<file path="config.mk">
export PLATFORM = sky130hd
export DESIGN_NAME = text_banner_glyph_renderer_unit
export DESIGN_NICKNAME = d
export VERILOG_FILES = /design/src/tbg_pkg.sv /design/src/tbg_glyph_mem.sv /design/src/tbg_seq.sv /design/src/tbg_render.sv /design/src/text_banner_glyph_renderer_unit.sv
export SDC_FILE = /design/constraint.sdc
export NUM_CORES = 1
export LEC_CHECK = 0
export BUFFER_PORTS_ARGS = -buffer_cell sky130_fd_sc_hd__buf_2
export CAP_MARGIN = 20
export CORE_MARGIN = 2
export CORE_UTILIZATION = 60
export DETAILED_ROUTE_END_ITERATION = 16
export HOLD_SLACK_MARGIN = 0.03
export PLACE_DENSITY = 0.8
export SLEW_MARGIN = 25
export SYNTH_ARGS = -nofsm -noshare
export SYNTH_HDL_FRONTEND = slang
export SYNTH_SLANG_ARGS = --single-unit
</file>
<file path="constraint.sdc">
create_clock -name clk -period 5.39 [get_ports clk]
set_clock_uncertainty 0.2 [all_clocks]
set_input_delay 0 -clock clk [delete_from_list [all_inputs] [get_ports clk]]
set_output_delay 0 -clock clk [all_outputs]
set_load 0.005 [all_outputs]
</file>
<file path="src/tbg_pkg.sv">
// Shared types, codes, character decode and 5x5 font table for the text banner renderer.
package tbg_pkg;

    localparam int FRAME_BYTES_DEF = 25;
    localparam int GLYPH_ROWS      = 5;
    localparam int GLYPH_COUNT     = 67;

    localparam logic [1:0] OP_BYTE    = 2'd0;
    localparam logic [1:0] OP_TIMEOUT = 2'd1;
    localparam logic [1:0] OP_ADVANCE = 2'd2;

    localparam logic [1:0] KIND_NONE  = 2'd0;
    localparam logic [1:0] KIND_GLYPH = 2'd1;
    localparam logic [1:0] KIND_EMPTY = 2'd2;
    localparam logic [1:0] KIND_DROP  = 2'd3;

    localparam logic [6:0] NO_GLYPH = 7'(GLYPH_COUNT);

    typedef struct packed {
        logic [1:0] opcode;
        logic [7:0] rx_byte;
    } req_t;

    typedef struct packed {
        logic [1:0] kind;
        logic [4:0] pixels;
        logic [2:0] row;
        logic [4:0] position;
        logic       row_end;
        logic       frame_end;
    } rsp_t;

    typedef struct packed {
        logic [1:0] kind;
        logic [2:0] row;
        logic [4:0] position;
        logic       row_end;
        logic       frame_end;
    } seg_t;

    function automatic logic [6:0] glyph_of(input logic [7:0] b);
        logic [6:0] code;
        code = NO_GLYPH;
        if (b >= 8'h41 && b <= 8'h5A) code = 7'(b - 8'h41);
        else if (b >= 8'h61 && b <= 8'h7A) code = 7'(b - 8'h61) + 7'd26;
        else if (b >= 8'h30 && b <= 8'h39) code = 7'(b - 8'h30) + 7'd52;
        else if (b == 8'h20) code = 7'd62;
        else if (b == 8'h21) code = 7'd63;
        else if (b == 8'h2E) code = 7'd64;
        else if (b == 8'h2B) code = 7'd65;
        else if (b == 8'h2D) code = 7'd66;
        return code;
    endfunction

    // rows packed top row first
    function automatic logic [24:0] font_word(input logic [6:0] code);
        logic [24:0] w;
        case (code)
            7'd0:  w = {5'h0E, 5'h11, 5'h1F, 5'h11, 5'h11};
            7'd1:  w = {5'h1E, 5'h11, 5'h1E, 5'h11, 5'h1E};
            7'd2:  w = {5'h0F, 5'h10, 5'h10, 5'h10, 5'h0F};
            7'd3:  w = {5'h1E, 5'h11, 5'h11, 5'h11, 5'h1E};
            7'd4:  w = {5'h1F, 5'h10, 5'h1C, 5'h10, 5'h1F};
            7'd5:  w = {5'h1F, 5'h10, 5'h1C, 5'h10, 5'h10};
            7'd6:  w = {5'h0F, 5'h10, 5'h13, 5'h11, 5'h0F};
            7'd7:  w = {5'h11, 5'h11, 5'h1F, 5'h11, 5'h11};
            7'd8:  w = {5'h0E, 5'h04, 5'h04, 5'h04, 5'h0E};
            7'd9:  w = {5'h07, 5'h01, 5'h01, 5'h11, 5'h0E};
            7'd10: w = {5'h11, 5'h12, 5'h1C, 5'h12, 5'h11};
            7'd11: w = {5'h10, 5'h10, 5'h10, 5'h10, 5'h1F};
            7'd12: w = {5'h11, 5'h1B, 5'h15, 5'h11, 5'h11};
            7'd13: w = {5'h11, 5'h19, 5'h15, 5'h13, 5'h11};
            7'd14: w = {5'h0E, 5'h11, 5'h11, 5'h11, 5'h0E};
            7'd15: w = {5'h1E, 5'h11, 5'h1E, 5'h10, 5'h10};
            7'd16: w = {5'h0E, 5'h11, 5'h11, 5'h13, 5'h0F};
            7'd17: w = {5'h1E, 5'h11, 5'h1E, 5'h12, 5'h11};
            7'd18: w = {5'h0F, 5'h10, 5'h0E, 5'h01, 5'h1E};
            7'd19: w = {5'h1F, 5'h04, 5'h04, 5'h04, 5'h04};
            7'd20: w = {5'h11, 5'h11, 5'h11, 5'h11, 5'h0E};
            7'd21: w = {5'h11, 5'h11, 5'h11, 5'h0A, 5'h04};
            7'd22: w = {5'h11, 5'h11, 5'h15, 5'h1B, 5'h11};
            7'd23: w = {5'h11, 5'h0A, 5'h04, 5'h0A, 5'h11};
            7'd24: w = {5'h11, 5'h0A, 5'h04, 5'h04, 5'h04};
            7'd25: w = {5'h1F, 5'h02, 5'h04, 5'h08, 5'h1F};
            7'd26: w = {5'h00, 5'h0E, 5'h12, 5'h16, 5'h0D};
            7'd27: w = {5'h10, 5'h10, 5'h1E, 5'h11, 5'h1E};
            7'd28: w = {5'h00, 5'h0E, 5'h10, 5'h10, 5'h0E};
            7'd29: w = {5'h01, 5'h01, 5'h0F, 5'h11, 5'h0F};
            7'd30: w = {5'h00, 5'h0E, 5'h1F, 5'h10, 5'h0E};
            7'd31: w = {5'h06, 5'h08, 5'h1C, 5'h08, 5'h08};
            7'd32: w = {5'h00, 5'h0F, 5'h11, 5'h0F, 5'h0E};
            7'd33: w = {5'h10, 5'h10, 5'h1E, 5'h11, 5'h11};
            7'd34: w = {5'h04, 5'h00, 5'h0C, 5'h04, 5'h0E};
            7'd35: w = {5'h02, 5'h00, 5'h02, 5'h02, 5'h0C};
            7'd36: w = {5'h10, 5'h12, 5'h1C, 5'h12, 5'h11};
            7'd37: w = {5'h0C, 5'h04, 5'h04, 5'h04, 5'h0E};
            7'd38: w = {5'h00, 5'h1A, 5'h15, 5'h11, 5'h11};
            7'd39: w = {5'h00, 5'h1E, 5'h11, 5'h11, 5'h11};
            7'd40: w = {5'h00, 5'h0E, 5'h11, 5'h11, 5'h0E};
            7'd41: w = {5'h00, 5'h1E, 5'h11, 5'h1E, 5'h10};
            7'd42: w = {5'h00, 5'h0F, 5'h11, 5'h0F, 5'h01};
            7'd43: w = {5'h00, 5'h0E, 5'h10, 5'h10, 5'h10};
            7'd44: w = {5'h00, 5'h0E, 5'h0C, 5'h06, 5'h0E};
            7'd45: w = {5'h08, 5'h1C, 5'h08, 5'h08, 5'h06};
            7'd46: w = {5'h00, 5'h11, 5'h11, 5'h11, 5'h0F};
            7'd47: w = {5'h00, 5'h11, 5'h11, 5'h0A, 5'h04};
            7'd48: w = {5'h00, 5'h11, 5'h15, 5'h15, 5'h0A};
            7'd49: w = {5'h00, 5'h11, 5'h0A, 5'h0A, 5'h11};
            7'd50: w = {5'h00, 5'h11, 5'h11, 5'h0F, 5'h01};
            7'd51: w = {5'h00, 5'h1F, 5'h04, 5'h08, 5'h1F};
            7'd52: w = {5'h0E, 5'h13, 5'h15, 5'h19, 5'h0E};
            7'd53: w = {5'h04, 5'h0C, 5'h04, 5'h04, 5'h0E};
            7'd54: w = {5'h0E, 5'h11, 5'h06, 5'h08, 5'h1F};
            7'd55: w = {5'h0E, 5'h01, 5'h06, 5'h01, 5'h0E};
            7'd56: w = {5'h12, 5'h12, 5'h1F, 5'h02, 5'h02};
            7'd57: w = {5'h1F, 5'h10, 5'h1E, 5'h01, 5'h1E};
            7'd58: w = {5'h0E, 5'h10, 5'h1E, 5'h11, 5'h0E};
            7'd59: w = {5'h1F, 5'h01, 5'h02, 5'h04, 5'h04};
            7'd60: w = {5'h0E, 5'h11, 5'h0E, 5'h11, 5'h0E};
            7'd61: w = {5'h0E, 5'h11, 5'h0F, 5'h01, 5'h0E};
            7'd62: w = {5'h00, 5'h00, 5'h00, 5'h00, 5'h00};
            7'd63: w = {5'h04, 5'h04, 5'h04, 5'h00, 5'h04};
            7'd64: w = {5'h00, 5'h00, 5'h00, 5'h00, 5'h04};
            7'd65: w = {5'h00, 5'h04, 5'h1F, 5'h04, 5'h00};
            7'd66: w = {5'h00, 5'h00, 5'h1F, 5'h00, 5'h00};
            default: w = 25'h0;
        endcase
        return w;
    endfunction

    function automatic logic [4:0] font_row(input logic [6:0] code, input logic [2:0] row);
        logic [24:0] w;
        logic [4:0]  r;
        w = font_word(code);
        case (row)
            3'd0:    r = w[24:20];
            3'd1:    r = w[19:15];
            3'd2:    r = w[14:10];
            3'd3:    r = w[9:5];
            3'd4:    r = w[4:0];
            default: r = 5'h0;
        endcase
        return r;
    endfunction

endpackage

</file>
<file path="src/tbg_glyph_mem.sv">
// Glyph code store: one write port, one registered read port.
module tbg_glyph_mem
    import tbg_pkg::*;
#(
    parameter int FRAME_BYTES = FRAME_BYTES_DEF,
    parameter int AW = (FRAME_BYTES > 1) ? $clog2(FRAME_BYTES) : 1
)
(
    input  logic          clk,
    input  logic          wr_en,
    input  logic [AW-1:0] wr_addr,
    input  logic [6:0]    wr_data,
    input  logic          rd_en,
    input  logic [AW-1:0] rd_addr,
    output logic [6:0]    rd_data
);

    logic [6:0] mem [FRAME_BYTES];
    logic [6:0] rd_data_reg;

    always_ff @(posedge clk)
    begin
        if (wr_en)
        begin
            mem[wr_addr] <= wr_data;
        end
    end

    always_ff @(posedge clk)
    begin
        if (rd_en)
        begin
            rd_data_reg <= mem[rd_addr];
        end
    end

    assign rd_data = rd_data_reg;

endmodule

</file>
<file path="src/tbg_seq.sv">
// Frame sequencer: collects bytes, tracks the scan position and issues store accesses.
module tbg_seq
    import tbg_pkg::*;
#(
    parameter int FRAME_BYTES = FRAME_BYTES_DEF,
    parameter int AW = (FRAME_BYTES > 1) ? $clog2(FRAME_BYTES) : 1,
    parameter int CW = $clog2(FRAME_BYTES + 1)
)
(
    input  logic          clk,
    input  logic          rst_n,
    input  logic          take,
    input  req_t          req,
    output seg_t          seg,
    output logic          wr_en,
    output logic [AW-1:0] wr_addr,
    output logic [6:0]    wr_data,
    output logic          rd_en,
    output logic [AW-1:0] rd_addr
);

    localparam logic [CW-1:0] FB_C     = CW'(FRAME_BYTES);
    localparam logic [2:0]    LAST_ROW = 3'(GLYPH_ROWS - 1);

    logic [CW-1:0] glyph_total_reg, glyph_total_next;
    logic [CW-1:0] byte_total_reg, byte_total_next;
    logic          showing_reg, showing_next;
    logic [2:0]    scan_row_reg, scan_row_next;
    logic [AW-1:0] scan_pos_reg, scan_pos_next;

    logic [6:0]    code;
    logic          last_row;
    logic          row_done;
    logic [AW+4:0] pos_wide;

    always_comb
    begin
        code             = glyph_of(req.rx_byte);
        last_row         = (scan_row_reg == LAST_ROW);
        row_done         = ((CW+1)'(scan_pos_reg) + (CW+1)'(1)) >= (CW+1)'(glyph_total_reg);
        pos_wide         = {5'b0, scan_pos_reg};

        glyph_total_next = glyph_total_reg;
        byte_total_next  = byte_total_reg;
        showing_next     = showing_reg;
        scan_row_next    = scan_row_reg;
        scan_pos_next    = scan_pos_reg;

        seg              = '0;
        seg.kind         = KIND_NONE;
        wr_en            = 1'b0;
        wr_addr          = glyph_total_reg[AW-1:0];
        wr_data          = code;
        rd_en            = 1'b0;
        rd_addr          = scan_pos_reg;

        if (take)
        begin
            case (req.opcode)
                OP_BYTE:
                begin
                    if (showing_reg)
                    begin
                        seg.kind = KIND_DROP;
                    end
                    else
                    begin
                        if (code != NO_GLYPH && glyph_total_reg < FB_C)
                        begin
                            wr_en            = 1'b1;
                            glyph_total_next = glyph_total_reg + CW'(1);
                        end
                        byte_total_next = byte_total_reg + CW'(1);
                        if (byte_total_next == FB_C)
                        begin
                            showing_next  = 1'b1;
                            scan_row_next = 3'd0;
                            scan_pos_next = '0;
                        end
                    end
                end
                OP_TIMEOUT:
                begin
                    if (!showing_reg && byte_total_reg != '0)
                    begin
                        showing_next  = 1'b1;
                        scan_row_next = 3'd0;
                        scan_pos_next = '0;
                    end
                end
                OP_ADVANCE:
                begin
                    if (showing_reg)
                    begin
                        seg.row = scan_row_reg;
                        if (glyph_total_reg == '0)
                        begin
                            seg.kind      = KIND_EMPTY;
                            seg.row_end   = 1'b1;
                            seg.frame_end = last_row;
                            scan_row_next = scan_row_reg + 3'd1;
                        end
                        else
                        begin
                            seg.kind     = KIND_GLYPH;
                            seg.position = pos_wide[4:0];
                            rd_en        = 1'b1;
                            if (row_done)
                            begin
                                seg.row_end   = 1'b1;
                                seg.frame_end = last_row;
                                scan_pos_next = '0;
                                scan_row_next = scan_row_reg + 3'd1;
                            end
                            else
                            begin
                                scan_pos_next = scan_pos_reg + AW'(1);
                            end
                        end
                        if (seg.frame_end)
                        begin
                            glyph_total_next = '0;
                            byte_total_next  = '0;
                            showing_next     = 1'b0;
                            scan_row_next    = 3'd0;
                            scan_pos_next    = '0;
                        end
                    end
                end
                default:
                begin
                    seg.kind = KIND_NONE;
                end
            endcase
        end
    end

    always_ff @(posedge clk or negedge rst_n)
    begin
        if (!rst_n)
        begin
            glyph_total_reg <= '0;
            byte_total_reg  <= '0;
            showing_reg     <= 1'b0;
            scan_row_reg    <= 3'd0;
            scan_pos_reg    <= '0;
        end
        else
        begin
            glyph_total_reg <= glyph_total_next;
            byte_total_reg  <= byte_total_next;
            showing_reg     <= showing_next;
            scan_row_reg    <= scan_row_next;
            scan_pos_reg    <= scan_pos_next;
        end
    end

endmodule

</file>
<file path="src/tbg_render.sv">
// Segment stage and output register: font row lookup and downstream handshake.
module tbg_render
    import tbg_pkg::*;
(
    input  logic       clk,
    input  logic       rst_n,
    input  logic       take,
    input  seg_t       seg,
    input  logic [6:0] rd_data,
    output logic       hold,
    output logic       rsp_valid,
    input  logic       rsp_stall,
    output rsp_t       rsp
);

    logic s1_valid_reg, s1_valid_next;
    seg_t s1_reg;
    logic out_valid_reg, out_valid_next;
    rsp_t out_reg;
    logic s1_adv;
    rsp_t out_next;

    always_comb
    begin
        s1_adv         = s1_valid_reg && (!out_valid_reg || !rsp_stall);
        hold           = s1_valid_reg && !s1_adv;
        s1_valid_next  = take ? 1'b1 : (s1_adv ? 1'b0 : s1_valid_reg);
        out_valid_next = s1_adv ? 1'b1 : (out_valid_reg && rsp_stall);

        out_next.kind      = s1_reg.kind;
        out_next.pixels    = (s1_reg.kind == KIND_GLYPH) ? font_row(rd_data, s1_reg.row) : 5'h0;
        out_next.row       = s1_reg.row;
        out_next.position  = s1_reg.position;
        out_next.row_end   = s1_reg.row_end;
        out_next.frame_end = s1_reg.frame_end;
    end

    always_ff @(posedge clk or negedge rst_n)
    begin
        if (!rst_n)
        begin
            s1_valid_reg  <= 1'b0;
            out_valid_reg <= 1'b0;
        end
        else
        begin
            s1_valid_reg  <= s1_valid_next;
            out_valid_reg <= out_valid_next;
        end
    end

    always_ff @(posedge clk)
    begin
        if (take)
        begin
            s1_reg <= seg;
        end
        if (s1_adv)
        begin
            out_reg <= out_next;
        end
    end

    assign rsp_valid = out_valid_reg;
    assign rsp       = out_reg;

endmodule

</file>
<file path="src/text_banner_glyph_renderer_unit.sv">
// Top level of the text banner glyph renderer: sequencer, glyph store and output stage.
//
//  channel | direction | handshake            | payload
//  req     | in        | req_valid, req_stall | req_t  (opcode, rx_byte)
//  rsp     | out       | rsp_valid, rsp_stall | rsp_t  (kind, pixels, row, position, ...)
//
// One request per cycle is taken unless req_stall; each gives exactly one response.
// The glyph store read is issued at the request transfer; the font lookup follows
// from the registered read data into the output register.
// Reset clears the counters and pipeline valids at once; the store needs no sweep.
// req_stall rises only when the output register is full and stalled with a second
// response waiting behind it.
module text_banner_glyph_renderer_unit
    import tbg_pkg::*;
#(
    parameter int FRAME_BYTES = FRAME_BYTES_DEF
)
(
    input  logic clk,
    input  logic rst_n,
    input  logic req_valid,
    output logic req_stall,
    input  req_t req,
    output logic rsp_valid,
    input  logic rsp_stall,
    output rsp_t rsp
);

    localparam int AW = (FRAME_BYTES > 1) ? $clog2(FRAME_BYTES) : 1;
    localparam int CW = $clog2(FRAME_BYTES + 1);

    logic          take;
    logic          hold;
    seg_t          seg;
    logic          wr_en;
    logic [AW-1:0] wr_addr;
    logic [6:0]    wr_data;
    logic          rd_en;
    logic [AW-1:0] rd_addr;
    logic [6:0]    rd_data;

    assign req_stall = hold;
    assign take      = req_valid && !hold;

    tbg_seq #(
        .FRAME_BYTES(FRAME_BYTES),
        .AW(AW),
        .CW(CW)
    ) u_seq (
        .clk(clk),
        .rst_n(rst_n),
        .take(take),
        .req(req),
        .seg(seg),
        .wr_en(wr_en),
        .wr_addr(wr_addr),
        .wr_data(wr_data),
        .rd_en(rd_en),
        .rd_addr(rd_addr)
    );

    tbg_glyph_mem #(
        .FRAME_BYTES(FRAME_BYTES),
        .AW(AW)
    ) u_mem (
        .clk(clk),
        .wr_en(wr_en),
        .wr_addr(wr_addr),
        .wr_data(wr_data),
        .rd_en(rd_en),
        .rd_addr(rd_addr),
        .rd_data(rd_data)
    );

    tbg_render u_render (
        .clk(clk),
        .rst_n(rst_n),
        .take(take),
        .seg(seg),
        .rd_data(rd_data),
        .hold(hold),
        .rsp_valid(rsp_valid),
        .rsp_stall(rsp_stall),
        .rsp(rsp)
    );

    a_stall_needs_full_out: assert property (@(posedge clk) disable iff (!rst_n)
        req_stall |-> (rsp_valid && rsp_stall))
        else $error("request stalled while output register can drain");

    a_frame_end_last_row: assert property (@(posedge clk) disable iff (!rst_n)
        (rsp_valid && rsp.frame_end) |-> (rsp.row_end && rsp.row == 3'(GLYPH_ROWS - 1)))
        else $error("frame end outside the last row");

    a_quiet_fields: assert property (@(posedge clk) disable iff (!rst_n)
        (rsp_valid && (rsp.kind == KIND_NONE || rsp.kind == KIND_DROP))
        |-> (rsp.pixels == 5'h0 && rsp.row == 3'd0 && rsp.position == 5'h0
             && !rsp.row_end && !rsp.frame_end))
        else $error("non-segment response carries segment fields");

    a_empty_mark: assert property (@(posedge clk) disable iff (!rst_n)
        (rsp_valid && rsp.kind == KIND_EMPTY)
        |-> (rsp.pixels == 5'h0 && rsp.position == 5'h0 && rsp.row_end))
        else $error("malformed empty row mark");

endmodule

</file>
### After elaboration in Yosys (flattened, before gate mapping)

Memories as Yosys holds them, arrays and structs flattened. A register that Yosys moved wholly into a read port is not among the register bits.
Cells that the tools add are included.

| storage, ports and cells | value |
|---|---|
| memories | 2 |
| register bits after elaboration | 50 |
| bits in read-only memories | 3200 |
| bits of input ports | 14 |
| logic and storage cells | 153 |
| RAM bits | 175 |

Memory list:

| name | words | bits a word | read ports | clocked after memory_dff | wr ports | line | text |
|---|---|---|---|---|---|---|---|
| (name not given) | 128 | 25 | 1 | 0 | 0 | tbg_pkg.sv:58 | `case (code)` |
| u_mem.mem | 25 | 7 | 1 | 1 | 1 | tbg_glyph_mem.sv:18 | `logic [6:0] mem [FRAME_BYTES];` |

| cells by class | value |
|---|---|
| magnitude comparators | 8 |
| bitwise logic cells | 2 |
| add/sub/neg operators | 10 |
| eq/ne operators | 23 |
| reduce and logical (&&, ||, !) cells | 29 |
| muxes and demuxes | 61 |

Operators by type and width:

| kind | count |
|---|---|
| $mux 5 | 13 |
| $mux 7 | 7 |
| $eq 8x6->1 const B | 5 |
| $pmux 5 s5 | 1 |
| $mux 3 | 7 |
| $pmux 5 s2 | 2 |
| $mux 1 | 19 |
| $ge 8x7->1 const B | 2 |
| $le 8x7->1 const B | 2 |
| $add 5x1->5 const B | 3 |
| $pmux 5 s3 | 1 |
| $mux 2 | 7 |
| $reduce_and 7->1 | 2 |
| $sub 7x7->7 const B | 2 |
| $mux 12 | 1 |
| $logic_and 1x1->1 | 9 |
| $pmux 3 s3 | 1 |
| $ge 8x6->1 const B | 1 |
| $le 8x6->1 const B | 1 |
| $ne 2x1->1 const B | 4 |
| $add 7x5->7 const B | 1 |
| $add 7x6->7 const B | 1 |
| $ne 7x7->1 const B | 1 |
| $sub 7x6->7 const B | 1 |
| 29 further kinds | 39 |

### Longest topological paths before layout

Gate-level depths: netlist of run 1.

| depth | value |
|---|---|
| depth in word-level cells | 17 |
| mapped depth | 12 |
| mapped depth without buffers | 11 |

### By module

Synthesis of run 1 repeated with hierarchy kept, for this count alone.

| unflattened totals | value |
|---|---|
| cell total of the unflattened synthesis | 1097 |
| area total of the unflattened synthesis | 13053.8 µm² |

By module, submodules not included:

| module | sequential area each (µm²) | area each (µm²) | times used | cells each |
|---|---|---|---|---|
| tbg_glyph_mem | 5465.2 | 7278.2 | 1 | 381 |
| tbg_render | 920.9 | 3479.6 | 1 | 436 |
| tbg_seq | 475.5 | 2282.2 | 1 | 279 |
| text_banner_glyph_renderer_unit | 0.0 | 13.8 | 1 | 1 |

### Worst setup path after synthesis of run 1

Ideal clock, no wire load.

| path | value |
|---|---|
| path kind | input to register |
| start | input req[3] (netlist name) |
| end | memory u_mem.mem[2][0], enable pin |
| data required time | 4797 ps |
| cell stages on the path | 10 |
| data arrival time | 2883 ps |
| setup time | 393 ps |
| setup slack | 1914 ps |
| cells stage by stage | clkbuf_1 > inv_1 > ha_1 > nor2b_2 > a31o_2 > nor2_1 > a22o_1 > a2111oi_4 > buf_6 > nor4b_1 |

RTL lines:

| element | line | text |
|---|---|---|
| start, declared | text_banner_glyph_renderer_unit.sv:23 | `input req_t req,` |
| parallel branches: the longest is 6 deep, another holds $sub 7x6->7 | n/a |  |
| $mux 7 * | tbg_pkg.sv:44 | `if (b >= 8'h41 && b <= 8'h5A) code = 7'(b - 8'h41);` |
| named net u_mem.wr_data[3] | tbg_glyph_mem.sv:12 | `input logic [6:0] wr_data,` |
| $ne 7x7->1 * | tbg_seq.sv:68 | `if (code != NO_GLYPH && glyph_total_reg < FB_C)` |
| $logic_and 1x1->1 * | tbg_seq.sv:68 |  |
| $mux 1 * | tbg_seq.sv:68 |  |
| $mux 1 * | tbg_seq.sv:62 | `if (showing_reg)` |
| $mux 1 * | tbg_seq.sv:59 | `case (req.opcode)` |
| $mux 1 * | tbg_seq.sv:57 | `if (take)` |
| $mux 1 * | tbg_glyph_mem.sv:23 | `if (wr_en)` |
| $mux 1 (implied by the code) * | tbg_glyph_mem.sv:25 | `mem[wr_addr] <= wr_data;` |
| end, declared | tbg_glyph_mem.sv:18 |  |

Mark *: on every way through the listed nets, which the timed path passes.

### Worst setup path in the final report of run 1

| path | value |
|---|---|
| start | input req[0] (netlist name) |
| end | memory u_mem.mem[24][0], enable pin |

Same word-level chain as after synthesis.

==> metrics, run 1 <==
core footprint=20800 um2; Setup Buffers After CTS=0; Routed Antenna Nets=0; Clock transition at path regs=0.06 ns; Crit path arrival time=4.09 ns; DIE HEIGHT=149 um; Seq/Total Area, Yosys=54.4%; f_max=0.243 GHz; Yosys Warn Count=0; die area=22200 um2; Syn Inst Count=1025; Slew HR=35.4%; r2r setup slk=1.45 ns; number of global-route vias before repair=8800; Tot GR Track Use=28.9%; Worst Reg-to-Reg Cells=6; Area after DPL=13100 um2; Biggest register=u_mem.mem; total inserted antenna cells=0; RSZ-0062 raised after global routing=no; Worst setup EP type=register; Final Non-Filler Cells=1351; CP max stage delay=0.81 ns; initial antenna violation count=0; Detail Placement HPWL=20.6 mm; CTS max path bufs=3; Port-buffer cells=32; sw frac=28.6%; final hold vios=0; CP top delay family=simple AND/OR/NAND/NOR gates; sequential share of power=43.3%; gr ovfl total=0; most frequent cells in the layout=edfxtp_1, nand2_1, a21oi_1, nor2_1, mux4_2; setup violators final=0; vias per cell=6.80; outcome=completed; number of max-cap violations=0; Primary FF master, synth=edfxtp_1; syn_area_per_cell=12.3 um2; Sink Count=232; Worst Path Max Fanout=26; Starting Density=60.6%; Final Slew Violations=0; post-synthesis cell area=12600 um2; worst path bufs/invs=4; Inst Count DP=1294; Final min period=4.11 ns; origin of the critical flop-to-flop path=u_render.rsp_valid; Clk network pwr share=33.3%; hold path start=req[7]; PwrDens=353 nW/um2; fin crit share=76.3%; I/O Pins=33; row cnt=53; Avg WL per Cell=23.5 um; largest net degree at the start of global routing=84; first-pass GRT wire length=49.5 mm; Via Count=9193; WP data required=5.37 ns; combinational power share=23.4%; commonest non-fill, non-tap cell in the layout=edfxtp_1; CTS Hold Buffers Added=12; Crit-path slowest cell=a22o_1; Worst VDD drop=276 uV; Pint=3.53 mW; share of layout cells above drive strength 1=17.7%; clock root buffer=clkbuf_16; P_leak=4.88 nW; Max H-tree Level=1; CTS buffer count=24; gpl congestion=1.01; sw power=1.41 mW; reg2reg end=u_mem.mem[24][0]; Hold Path Sink=u_mem.mem[11][2]; overall power=4.94 mW; DRT iter0 DRCs=1253; Hold Crit Class=in2reg; Layout Cell Area excl Fill=14000 um2; die width=149 um; CTS resizes=0; DRC errors left=0; TritonCTS clock tree=built; hold path depth=4; WL final=31.7 mm; Worst Max-Slew Pin Slew=0.966 ns; CP startpoint kind=input pin; asr flop ratio synth=9.05%; Synth Register Bits=232; number of synthesized flops with an enable pin=211; DR pass1 iterations=8; syn nets=1081; Final nets=1114; Setup TNS Final=0 ns; synth unique cells=79; synthesis-to-layout area growth=11.0%; Clock Latency Late Sink=0.52 ns; WS Path Type=in2reg; CP cell instances=dlygate4sd3_1, buf_2, inv_1, ha_1, a31o_2, nor2_1, a22o_1, a2111oi_4, buf_4, nor3_1, and3_1; max FFs per register=175
metal layers:
metal / vias up / GRT usage, % / wire (um)
met5: - / 0 / 0
met4: 0 / 10.9 / 1260
met3: 101 / 5.23 / 3050
met2: 580 / 45.9 / 15000
met1: 4436 / 40.2 / 12400
li1: 4076 / - / -
metrics by stage:
stage | hold slack (ns) | setup slack (ns) | utilization, %
floorplan | -0.496 | 1.91 | -
global placement | -0.200 | 1.62 | 62.8
detailed placement | -0.207 | 1.26 | 62.9
CTS | 0.0490 | 1.42 | 67.3
global route | 0.0882 | 1.01 | 67.3
finish | 0.0516 | 1.28 | 67.3
worst reg2reg max path, cell delays in order, from the launching register on:
cell	delay [ns]
dfrtp_1	0.41
nand3_1	0.15
nand2_1	0.18
inv_1	0.44
nand3_1	0.80
nor3_1	0.92
and3_1	0.51
synthesized netlist by cell type (6+ instances only):
master / count / area (um2)
nor3_1: 17 / 85.1
buf_1: 8 / 30.0
clkbuf_1: 53 / 199
dfrtp_1: 21 / 526
mux2_2: 21 / 236
buf_2: 6 / 30.0
a211o_1: 6 / 52.6
ha_1: 42 / 526
nand2_1: 85 / 319
nor2_1: 53 / 199
o211ai_1: 16 / 120
nand2b_1: 26 / 163
a21o_1: 10 / 75.1
a31oi_1: 12 / 75.1
a311oi_1: 8 / 70.1
a21oi_1: 58 / 290
edfxtp_1: 211 / 6340
and2_1: 9 / 56.3
and3_1: 14 / 87.6
o22ai_1: 12 / 75.1
a211oi_1: 9 / 67.6
inv_1: 31 / 116
nor2b_1: 26 / 163
o311ai_0: 7 / 61.3
o21ai_0: 47 / 235
mux4_2: 50 / 1130
a22o_1: 11 / 96.3
nand3_1: 30 / 150
nor4_1: 22 / 138
power by group through the flow:
stage          sequential [mW]  combinational, mW  clock [mW]
5_1_grt                   2.15               1.25        1.73
6_report                  2.14               1.16        1.64
3_5_place_dp              2.18               1.12           0
3_3_place_gp              2.17               1.09           0
2_1_floorplan             2.14              0.848           0
4_1_cts                   2.14               1.15        1.66
how the worst max path moves through the flow:
stage / from / end / slack (ns) / cells past startpoint
after detailed placement: req[2] / u_mem.mem[24][3] / 1.26 / 11
after CTS: req[0] / u_mem.mem[24][5] / 1.42 / 11
after global placement: req[2] / u_mem.mem[24][0] / 1.62 / 11
final: req[0] / u_mem.mem[24][0] / 1.28 / 11
after global routing: req[0] / u_mem.mem[13][5] / 1.01 / 11
after floorplan: req[3] / u_mem.mem[2][0] / 1.91 / 10
cells by family (layout without fill, tap and decap cells):
| group | Yosys count | after routing | share of synthesized area, % |
|---|---|---|---|
| simple gates | 315 | 315 | 12.8 |
| compound gates | 252 | 252 | 13.9 |
| flops | 232 | 232 | 54.4 |
| buf+inv | 103 | 154 | 3.19 |
| mux | 74 | 74 | 11.1 |
| fa+ha+maj | 42 | 42 | 4.16 |
| xor+xnor | 7 | 7 | 0.486 |
final cells by class:
type,instances,area (um2)
inverters,34,128
repair buffers,76,518
multi-input cells,690,5370
well taps,275,344
clock inverters,16,164
clock buffers,28,626
fillers,1477,6810
flip-flops and latches,232,6860
(Power assumes the default switching activity.)
==> inputs of run 2 (changes only) <==
clock period = 4.2 ns   (was 5.39 ns; I/O delays follow)
==> metrics, run 2 (synthesis gave the netlist of run 1 again) <==
max FFs per register=175 (unchanged); Via Count=9255 (+0.67%); DR pass1 iterations=6 (-2); initial antenna violation count=0 (unchanged); Setup TNS Final=0 ns (unchanged); die area=22200 um2 (unchanged); Port-buffer cells=32 (unchanged); P_leak=4.92 nW (+0.78%); DIE HEIGHT=149 um (unchanged); CP startpoint kind=register; Avg WL per Cell=24.5 um (+4.5%); f_max=0.274 GHz; flip-flop and latch area=6860 um2 (unchanged); row cnt=53 (unchanged); Slew HR=36.3% (+0.94 points); WP data required=4.45 ns (-0.92 ns); Final Non-Filler Cells=1364 (+0.96%); Worst Path Max Fanout=38 (+46%); Routed Antenna Nets=0 (unchanged); fin crit share=86.8%; DRT iter0 DRCs=1126 (-10%); final hold vios=0 (unchanged); Max H-tree Level=1 (unchanged); Starting Density=60.6% (unchanged); total inserted antenna cells=0 (unchanged); I/O Pins=33 (unchanged); vias per cell=6.79 (-0.29%); Final min period=3.64 ns; gr ovfl total=0 (unchanged); gpl congestion=0.976 (-3.3%); Worst Max-Slew Pin Slew=0.955 ns (-0.0114 ns); first-pass GRT wire length=51.5 mm (+4.0%); outcome=completed; setup violators final=0 (unchanged); CTS resizes=0 (unchanged); clock root buffer=clkbuf_16; commonest non-fill, non-tap cell in the layout=edfxtp_1; PwrDens=443 nW/um2 (+25%); TritonCTS clock tree=built; most frequent cells in the layout=edfxtp_1, nand2_1, a21oi_1, nor2_1, mux4_2; # fillers=1479 (+0.14%); Detail Placement HPWL=21.9 mm (+6.1%); Sink Count=232 (unchanged); Hold Crit Class=in2reg; RSZ-0062 raised after global routing=no; largest net degree at the start of global routing=84 (unchanged); CTS buffer count=23 (-4.2%); Crit path arrival time=3.89 ns (-0.20 ns); core footprint=20800 um2 (unchanged); Tot GR Track Use=30.3% (+1.5 points); WS Path Type=reg2reg; Final nets=1128 (+1.3%); CTS max path bufs=3 (unchanged); WL final=33.4 mm (+5.5%); DRC errors left=0 (unchanged); Worst setup EP type=register; Biggest register=u_mem.mem; Clock transition at path regs=0.06 ns (about the same); share of layout cells above drive strength 1=18.5% (+0.80 points); Final Slew Violations=0 (unchanged); number of max-cap violations=0 (unchanged); worst slack at placement=0.692 ns (-0.569 ns); die width=149 um (unchanged); Inst Count DP=1307 (+1.0%); synthesis-to-layout area growth=11.4%; worst setup margin=0.556 ns (-0.720 ns); Worst VDD drop=424 uV (+54%); Clock Latency Late Sink=0.52 ns (about the same); number of global-route vias before repair=8947 (+1.7%); multi-input logic area=5370 um2 (unchanged)
[run 2: cell types whose count changed in the layout (fill, tap and decap cells not counted), sizes merged]
cell | before | now
clkinvlp | 0 | 1
clkinv | 13 | 8
buf | 64 | 77
bufinv | 3 | 1
clkbuf | 28 | 32
dlygate4sd3 | 12 | 14
[run 2: where the power goes]
group          switching, mW  leakage, nW  total [mW]  internal, mW
registers              0.151         2.18        2.78          2.63
clock network          0.834        0.345        1.94          1.10
logic                  0.854         2.40        1.51         0.653
[run 2: path summary, 6_finish.rpt]
kind,cells past startpoint,end,start,slack [ns]
setup / recovery,11,u_seq.showing_reg,u_seq.rd_addr[1],0.56
hold / removal,3,u_render.rsp_valid,rsp_stall,0.06
setup reg to reg,11,u_seq.showing_reg,u_seq.rd_addr[1],0.56
hold reg to reg,0,u_render.rsp[1],u_render.out_next[1],0.22
max in group asynchronous,4,u_seq.rd_addr[0],rst_n,2.99
min in group asynchronous,4,u_seq.wr_addr[1],rst_n,0.43
[run 2: layout make-up]
| class | count | area share, % |
|---|---|---|
| clock buffer | 32 | 4.40 |
| clock inverter | 10 | 0.658 |
| sequential | 232 | 48.8 |
| inverter | 34 | 0.908 |
| tap | 275 | 2.45 |
| multi-input combinational | 690 | 38.2 |
| timing repair buffer | 91 | 4.61 |
[run 2: worst max-delay path, stage by stage (launching register included)]
cell and delay [ns]:
dfrtp_1 0.35, buf_4 0.48, nand3_1 0.24, nand2b_1 0.22
nand2_1 0.09, ha_1 0.22, and2_1 0.16, a21oi_1 0.41
or2_0 0.35, nand3_1 0.13, a21oi_1 0.17, dlygate4sd3_1 0.56
[run 2: stage by stage]
step	util, %	hold slack, ns	power, mW	cell area [um2]
after floorplan	-	-0.496	3.83	12600
after CTS	67.5	0.0415	6.22	14100
after global placement	63.4	-0.198	4.22	13200
after global routing	67.5	0.108	6.46	14100
after detailed placement	63.4	-0.201	4.26	13200
final	67.5	0.0604	6.23	14100
[run 2: per-layer routing]
layer | GRT usage, % | up-vias | share of wire [%]
li1 | - | 4092 | -
met1 | 41.6 | 4446 | 38
met2 | 49.1 | 597 | 47
met3 | 4.68 | 120 | 9.6
met4 | 12.6 | 0 | 4.9
met5 | 0 | - | 0
[run 2: repair_timing]
| action | in CTS | in global routing |
|---|---|---|
| hold buffers | 14 | 1 |
| endpoints found under the hold margin | 83 | 21 |
| setup endpoints to repair | 0 | 0 |
| setup buffers | 0 | 0 |
==> inputs of run 3 (changes only) <==
clock period = 4.7 ns   (was 4.2 ns; I/O delays follow)
==> metrics, run 3 (synthesis gave the netlist of run 1 again) <==
final hold vios=0 (unchanged); die width=149 um (unchanged); CTS max path bufs=3 (unchanged); Max H-tree Level=1 (unchanged); Worst Hold Margin=0.0451 ns (-0.0153 ns); synthesis-to-layout area growth=11.0%; die area=22200 um2 (unchanged); total inserted antenna cells=0 (unchanged); hold path start=req[7]; f_max=0.272 GHz; DIE HEIGHT=149 um (unchanged); Hold Crit Class=in2reg; Via Count=9278 (+0.25%); Final nets=1120 (-0.71%); overall power=5.60 mW (-10%); Worst setup EP type=register; setup violators final=0 (unchanged); Setup TNS Final=0 ns (unchanged); outcome=completed; Final min period=3.67 ns; Clock transition at path regs=0.06 ns (about the same); WL final=32.6 mm (-2.5%); DR pass1 iterations=6 (unchanged); commonest non-fill, non-tap cell in the layout=edfxtp_1; worst slack at placement=0.907 ns (+0.215 ns); TritonCTS clock tree=built; fin crit share=78.1%; Starting Density=60.6% (unchanged); worst setup margin=1.03 ns (+0.473 ns); RSZ-0062 raised after global routing=no; P_leak=4.90 nW (-0.56%); I/O Pins=33 (unchanged); Sink Count=232 (unchanged); Routed Antenna Nets=0 (unchanged); largest net degree at the start of global routing=64 (-24%); core footprint=20800 um2 (unchanged); # fillers=1439 (-2.7%); initial antenna violation count=0 (unchanged); Slew HR=38.5% (+2.2 points); CP startpoint kind=input pin; Final Util=67.3% (-0.25 points); WP data required=4.69 ns (+0.24 ns); Tot GR Track Use=30.1% (-0.21 points); clock root buffer=clkbuf_16; Detail Placement HPWL=21.6 mm (-1.5%); number of max-cap violations=0 (unchanged); origin of the critical flop-to-flop path=u_seq.rd_addr[1]; Worst Path Max Fanout=26 (-32%); max FFs per register=175 (unchanged); Crit path arrival time=3.66 ns (-0.23 ns); Clock Latency Late Sink=0.53 ns (about the same); gr ovfl total=0 (unchanged); row cnt=53 (unchanged); Biggest register=u_mem.mem; PwrDens=400 nW/um2 (-9.7%); Avg WL per Cell=24.1 um (-1.7%); number of global-route vias before repair=8956 (+0.10%); DRC errors left=0 (unchanged); crit path launch=req[0]; first-pass GRT wire length=51.5 mm (-0.11%); gpl congestion=1.06 (+8.3%); CTS buffer count=23 (unchanged); Final Slew Violations=0 (unchanged); Worst Max-Slew Pin Slew=0.922 ns (-0.0327 ns); most frequent cells in the layout=edfxtp_1, nand2_1, a21oi_1, nor2_1, mux4_2; vias per cell=6.85 (+0.99%); share of layout cells above drive strength 1=18.3% (-0.20 points); Setup Buffers After CTS=0 (unchanged); Worst VDD drop=408 uV (-3.7%); DRT iter0 DRCs=1410 (+25%); Port-buffer cells=32 (unchanged); WS Path Type=in2reg
## run 3: report_power, final
| part | switching, mW | internal (mW) |
|---|---|---|
| logic | 0.766 | 0.581 |
| clock network | 0.771 | 1.02 |
| registers | 0.117 | 2.35 |
## run 3: worst max-delay path, cell delays in order
cell	delay (ns)
dlygate4sd3_1	0.52
buf_2	0.20
ha_1	0.32
inv_1	0.07
a31o_2	0.27
nor2_1	0.31
a22o_1	0.21
buf_4	0.27
a2111oi_4	0.07
buf_4	0.23
nor3_1	0.66
and3_1	0.51
## run 3: routing by layer
layer  global-route usage (%)  wire length, um
met1                     41.0            12700
met2                     48.5            15500
met3                     4.86             2920
met4                     13.3             1500
met5                        0                0
## run 3: path summary, 6_finish.rpt
path	slack (ns)	depth (start not counted)	to
setup / recovery	1.03	12	u_mem.mem[24][5]
hold / removal	0.05	4	u_mem.mem[14][2]
min in group asynchronous	0.45	4	u_render.s1_valid_reg
hold reg to reg	0.22	0	u_render.rsp[0]
max in group asynchronous	3.47	4	u_seq.rd_addr[0]
setup reg to reg	1.05	11	u_seq.showing_reg
## run 3: cell type report
type / instances / area, um2 / share of cell area (%)
repair buffers: 83 / 583 / 4.16
inverters: 34 / 128 / 0.911
clock buffers: 26 / 587 / 4.19
well taps: 275 / 344 / 2.46
clock inverters: 14 / 139 / 0.991
multi-input cells: 690 / 5370 / 38.3
flip-flops and latches: 232 / 6860 / 49.0
## run 3: what timing repair did
| item | 4_1_cts | 5_1_grt |
|---|---|---|
| resized for setup | 0 | 0 |
| hold endpoints to repair | 83 | 21 |
| hold buffers | 12 | 1 |
## run 3: per-stage QoR
stage	std cells	instance area, um2
floorplan	1025	12600
global placement	1301	13200
detailed placement	1301	13200
CTS	1353	14000
global route	1354	14000
finish	1354	14000
